`config.mk`:
```
export PLATFORM = sky130hd
export DESIGN_NAME = lzfw_ctrl
export DESIGN_NICKNAME = d
export VERILOG_FILES = /design/src/hw/rtl/lzfw_pkg.sv /design/src/hw/rtl/lzfw_ctrl.sv
export SDC_FILE = /design/constraint.sdc
export NUM_CORES = 1
export LEC_CHECK = 0
export BUFFER_PORTS_ARGS = -buffer_cell sky130_fd_sc_hd__buf_2
export CORE_AREA = 5 5 42 44
export CTS_BUF_LIST = sky130_fd_sc_hd__clkbuf_16
export CTS_CLUSTER_DIAMETER = 30
export DETAILED_ROUTE_END_ITERATION = 6
export DIE_AREA = 0 0 47 49
export GPL_ROUTABILITY_DRIVEN = 0
export PLACE_DENSITY_LB_ADDON = 0.05
export SLEW_MARGIN = 20
export SYNTH_ARGS = -nofsm -noshare
export SYNTH_HDL_FRONTEND = slang
export SYNTH_SLANG_ARGS = --single-unit
```
`constraint.sdc`:
```
create_clock -name clk -period 1.4 [get_ports clk]
set_input_delay 0.28 -clock clk [delete_from_list [all_inputs] [get_ports clk]]
set_output_delay 0.28 -clock clk [all_outputs]
set_load 0.1 [all_outputs]
```
`src/hw/rtl/lzfw_pkg.sv`:
```
// Shared constants and controller/datapath handshake structs for the LZ77
// window decoder. No dependencies.
package lzfw_pkg;

	localparam int POS_W    = 40;
	localparam int LEN_W    = 7;
	localparam int BYTE_W   = 8;
	localparam int WINDOW   = 65536;
	localparam int MAX_COPY = 64;
	// WINDOW is a power of two: the ring index is the low bits of a position
	localparam int RING_AW  = $clog2(WINDOW);
	localparam int IN_W     = 48;

	localparam logic [POS_W-1:0] WINDOW_POS   = POS_W'(WINDOW);
	localparam logic [LEN_W-1:0] MAX_COPY_LEN = LEN_W'(MAX_COPY);

	typedef struct packed {
		logic load;       // capture the accepted factor
		logic check;      // evaluate the window test
		logic rd_en;      // read the ring at the copy source
		logic emit_lit;   // write and emit the literal byte
		logic emit_copy;  // write and emit the byte just read
		logic emit_err;   // emit the error result
	} lzfw_cmd_t;

	typedef struct packed {
		logic in_lit;     // incoming factor is a literal
		logic err;        // copy fails the window test
		logic last;       // current copy byte is the last of its run
		logic out_free;   // output register can take a result this cycle
	} lzfw_sts_t;

endpackage

```
`src/hw/rtl/lzfw_ctrl.sv`:
```
// Sequencer for the LZ77 window decoder: one factor at a time, a read and a
// write state per copied byte. Depends on lzfw_pkg.
module lzfw_ctrl
	import lzfw_pkg::*;
(
	input  logic      clk,
	input  logic      arst_n,
	input  logic      in_valid,
	output logic      in_ready,
	input  lzfw_sts_t sts,
	output lzfw_cmd_t cmd
);

	typedef enum logic [5:0] {
		ST_IDLE  = 6'b000001,
		ST_CHECK = 6'b000010,
		ST_LIT   = 6'b000100,
		ST_ERR   = 6'b001000,
		ST_READ  = 6'b010000,
		ST_WRITE = 6'b100000
	} state_t;

	state_t state_q, state_d;

	always_comb begin
		state_d  = state_q;
		cmd      = '0;
		in_ready = 1'b0;
		case (state_q)
			ST_IDLE: begin
				in_ready = 1'b1;
				if (in_valid) begin
					cmd.load = 1'b1;
					state_d  = sts.in_lit ? ST_LIT : ST_CHECK;
				end
			end
			ST_CHECK: begin
				cmd.check = 1'b1;
				state_d   = ST_READ;
			end
			ST_READ: begin
				// error flag from the check is valid from here on
				if (sts.err) begin
					state_d = ST_ERR;
				end else begin
					cmd.rd_en = 1'b1;
					state_d   = ST_WRITE;
				end
			end
			ST_LIT: begin
				if (sts.out_free) begin
					cmd.emit_lit = 1'b1;
					state_d      = ST_IDLE;
				end
			end
			ST_ERR: begin
				if (sts.out_free) begin
					cmd.emit_err = 1'b1;
					state_d      = ST_IDLE;
				end
			end
			ST_WRITE: begin
				if (sts.out_free) begin
					cmd.emit_copy = 1'b1;
					state_d       = sts.last ? ST_IDLE : ST_READ;
				end
			end
			default: begin
				state_d = ST_IDLE;
			end
		endcase
	end

	always_ff @(posedge clk or negedge arst_n) begin
		if (!arst_n) begin
			state_q <= ST_IDLE;
		end else begin
			state_q <= state_d;
		end
	end

	a_read_then_write: assert property (@(posedge clk) disable iff (!arst_n)
		cmd.rd_en |=> state_q == ST_WRITE)
		else $error("ring read not followed by write cycle");

endmodule

```
Word level (Yosys, flattened, before mapping)
Cells that the tools add are included.

Register bits: 6. Output and inout port bits: 7.

Eq/ne operators: 9. Reductions and logical operators: 2. Mux-type cells: 17.

Operators with widths (number): one-hot mux 6 bit (5 select lines) (1); two-way mux 6 bit (4); two-way mux 1 bit (10); == test 6 x 1 -> 1 bit, second input constant (1); == test 6 x 2 -> 1 bit, second input constant (1); == test 6 x 3 -> 1 bit, second input constant (1); == test 6 x 4 -> 1 bit, second input constant (1); == test 6 x 5 -> 1 bit, second input constant (1); == test 6 bit, second input constant (1); two-way mux 5 bit (1); inequality test 2 bit, second input constant (2); two-way mux 3 bit (1); AND reduction 3 bit (1); inequality test 2 x 1 -> 1 bit, second input constant (1); OR reduction 2 bit (1).

Logic depth before layout (Yosys ltp)
Depth after elaboration: 4. Gate-level depth with buffers: 5. Gate-level depth less buffers: 5.

Worst setup path after synthesis
No wires, ideal clock.

Path type: register to output. Start: register state_q[1]. End: output cmd[0] (netlist bit). Data required time: 1.120 ns. Stages on the path, launching flop included: 4. Setup slack: -1.798 ns. Arrival: 2.918 ns. Path through: dfrtp_1 nor2_1 nand3_1 nor3b_1.

RTL lines: start, declared (line lzfw_ctrl.sv:23) `state_t state_q, state_d;`; start signal, assigned (line lzfw_ctrl.sv:78) `state_q <= state_d;`; end, declared (line lzfw_ctrl.sv:11) `output lzfw_cmd_t cmd`.

==> flow_metrics.tcl <==
set metrics [dict create \
    final_core_util_pct 66.07 \
    final_cell_area_um2 925.9 \
    layout.nets 85 \
    top_register "state_q" \
    worstSetupPathType "reg2out" \
    dpl.hpwl_um 981.5 \
    grt_setup_unrepaired "true" \
    worst_ep_required_time_ns 1.12 \
    synth_top_cell_by_area "dfrtp_1" \
    netlist_instances 42 \
    syn_to_final_growth_pct 139.5 \
    root_buffer "clkbuf_16" \
    avgSynthCellArea_um2 9.205 \
    final_common_cell "buf_4" \
    io_buffer_count 13 \
    grt_util_all_layers_pct 13.50 \
    layout.area.seq_um2 155.1 \
    slew_headroom_pct 82.12 \
    cts_tree "done" \
    slew_violations 0 \
    clk_latency_ns 0.23 \
    io_pins 14 \
    netlist.area_leader.share_pct 32.36 \
    ys_top_cells_by_area "dfrtp_1, dfstp_2, nor3b_1" \
    route.detailed.drc 0 \
    syn-num-nets 49 \
    drive_gt1_share_pct 68.83 \
    grt_pass1_wl_um 2290 \
    fin_crit_sh_pct 119.4 \
    hold_viol_final 0 \
    row_count 14 \
    power_leakage_nw 0.4157 \
    status "complete, but fails checks" \
    ctsLongestPathBuffers 2 \
    start_kind "register" \
    ys_ff_latch 6 \
    initial_core_util_pct 27.59 \
    ys_types 26 \
    post_dp_cell_area_um2 734.5 \
    setup_viol 12 \
    yosysSeqAreaShare_pct 39.16 \
    end_kind "primary output" \
    antennaDiodeCount 0 \
    violations "negative setup slack" \
    syn_area_um2 386.6 \
    max_freq_mhz 598.3 \
    p_per_area_mw_per_mm2 2743 \
    drtPass1Iterations 3 \
    fin_skew_ns 0.002281 \
    vdd_drop_max_v 0.002947 \
    min_period_ns 1.671 \
    final_cell_mix "buf_4, buf_12, buf_2" \
    ant_nets 0 \
    dp.cells 81 \
    finalWirelength_um 1281 \
    layout.cells.non_filler 93 \
    top_regs "state_q (6)" \
    grt_pass1_vias 555 \
    worst_slew_pin_slew_ns 0.2657 \
    min_path_type "in2reg" \
    core_region_area_mm2 0.001401 \
    dr_total_vias 465 \
    fin_ws_ns -0.2715 \
    fp.dieW_um 47 \
    path_max_fanout 5 \
    antenna_found_initial 0 \
    largest_reg_flops 6 \
    drv_cap 0 \
    yosys_warnings 0 \
    total_power_w 0.002540 \
    wl_per_cell_um 13.77 \
    die_h_um 49 \
    fin_setup_tns_ns -2.411 \
    cts-htree-levels 1 \
    clk_pin_slew_ns 0.03 \
    clock_sinks 6 \
    grt_overflow 0 \
    drtIter0Drc 4 \
    cts_inserted_buffers 3 \
    multi_input_area_um2 325.3 \
    vias_per_cell 5.000 \
    n_fill_cell 110 \
    dieArea_mm2 0.002303 \
    grt_max_degree 7 \
    arrival_ns 1.39 \
]
path summary, 6_finish.rpt:
check	cells past startpoint	start	endpoint	slack, ns
worst max register to register	7	state_q[3]	state_q[3]	-0.17
max in group asynchronous	2	arst_n	state_q[0]	0.77
worst min-delay path	2	sts[3]	state_q[1]	0.22
worst min register to register	2	state_q[2]	state_q[2]	0.64
min in group asynchronous	2	arst_n	state_q[5]	0.40
worst max-delay path	5	state_q[3]	cmd[5]	-0.27
worst max-delay path, cell delays in order (launching register included):
cell and delay [ns]:
dfrtp_2 0.42, nor2_4 0.18, nand4_4 0.18, clkinv_8 0.08, and2_4 0.14, buf_12 0.16
per-layer routing:
metal  global-route usage, %  share of wire (%)
met5                       0                  0
met3                   5.166                6.3
met2                   24.66                 57
met1                   12.67                 35
met4                   5.069                1.6
area by class of cell:
type,count,area share (%)
clock buffers,3,8.108
clock inverters,1,0.4054
inverters,4,2.973
multi-input cells,32,35.14
flip-flops and latches,6,16.76
well taps,16,2.162
repair buffers,31,34.46
where the power goes:
part | leakage (nW) | switching [W] | internal [W]
Sequential | 0.0742 | 0.0000868 | 0.000246
Clock | 0.0423 | 0.0000970 | 0.000370
Combinational | 0.299 | 0.000931 | 0.000809
Total | 0.416 | 0.00111 | 0.00142
synth_stat cells:
library cell	n
a21bo_1	1
a21boi_0	1
a22o_1	1
and2_1	1
and4b_1	1
clkinv_1	1
dfrtp_1	5
dfstp_2	1
inv_1	3
nand3_1	2
nand3b_1	1
nand4_1	1
nand4_2	1
nand4b_1	1
nor2_1	5
nor2_2	2
nor2b_1	1
nor3_1	1
nor3b_1	3
o2111ai_1	1
o21ai_0	2
o21ai_2	1
o21ba_1	1
o22ai_1	2
o311ai_1	1
xor2_1	1
what timing repair did:
| action | in CTS | in global routing |
|---|---|---|
| resized for setup | 9 | 1 |
| hold endpoints to repair | 5 | 0 |
| pin swaps | 8 | 6 |
| setup buffers | 6 | 2 |
| setup endpoints to repair | 8 | 12 |
| hold buffers | 1 | 0 |
cell families after synthesis:
group                  synth area share, %
AND/OR/NAND/NOR                      32.69
AO/OA/AOI/OAI                        22.01
flip-flops                           39.16
buffers and inverters                3.882
XOR/XNOR                             2.266
metrics by stage:
stage                     hold slack (ns)  setup slack [ns]
final                              0.2234           -0.2715
after global routing               0.2292           -0.3243
after CTS                          0.2238           -0.2991
after detailed placement           0.1089          -0.09488
after global placement             0.1050          -0.04432
after floorplan                  -0.01559           -0.4585
Note: power is estimated with default switching activity, not from simulation.
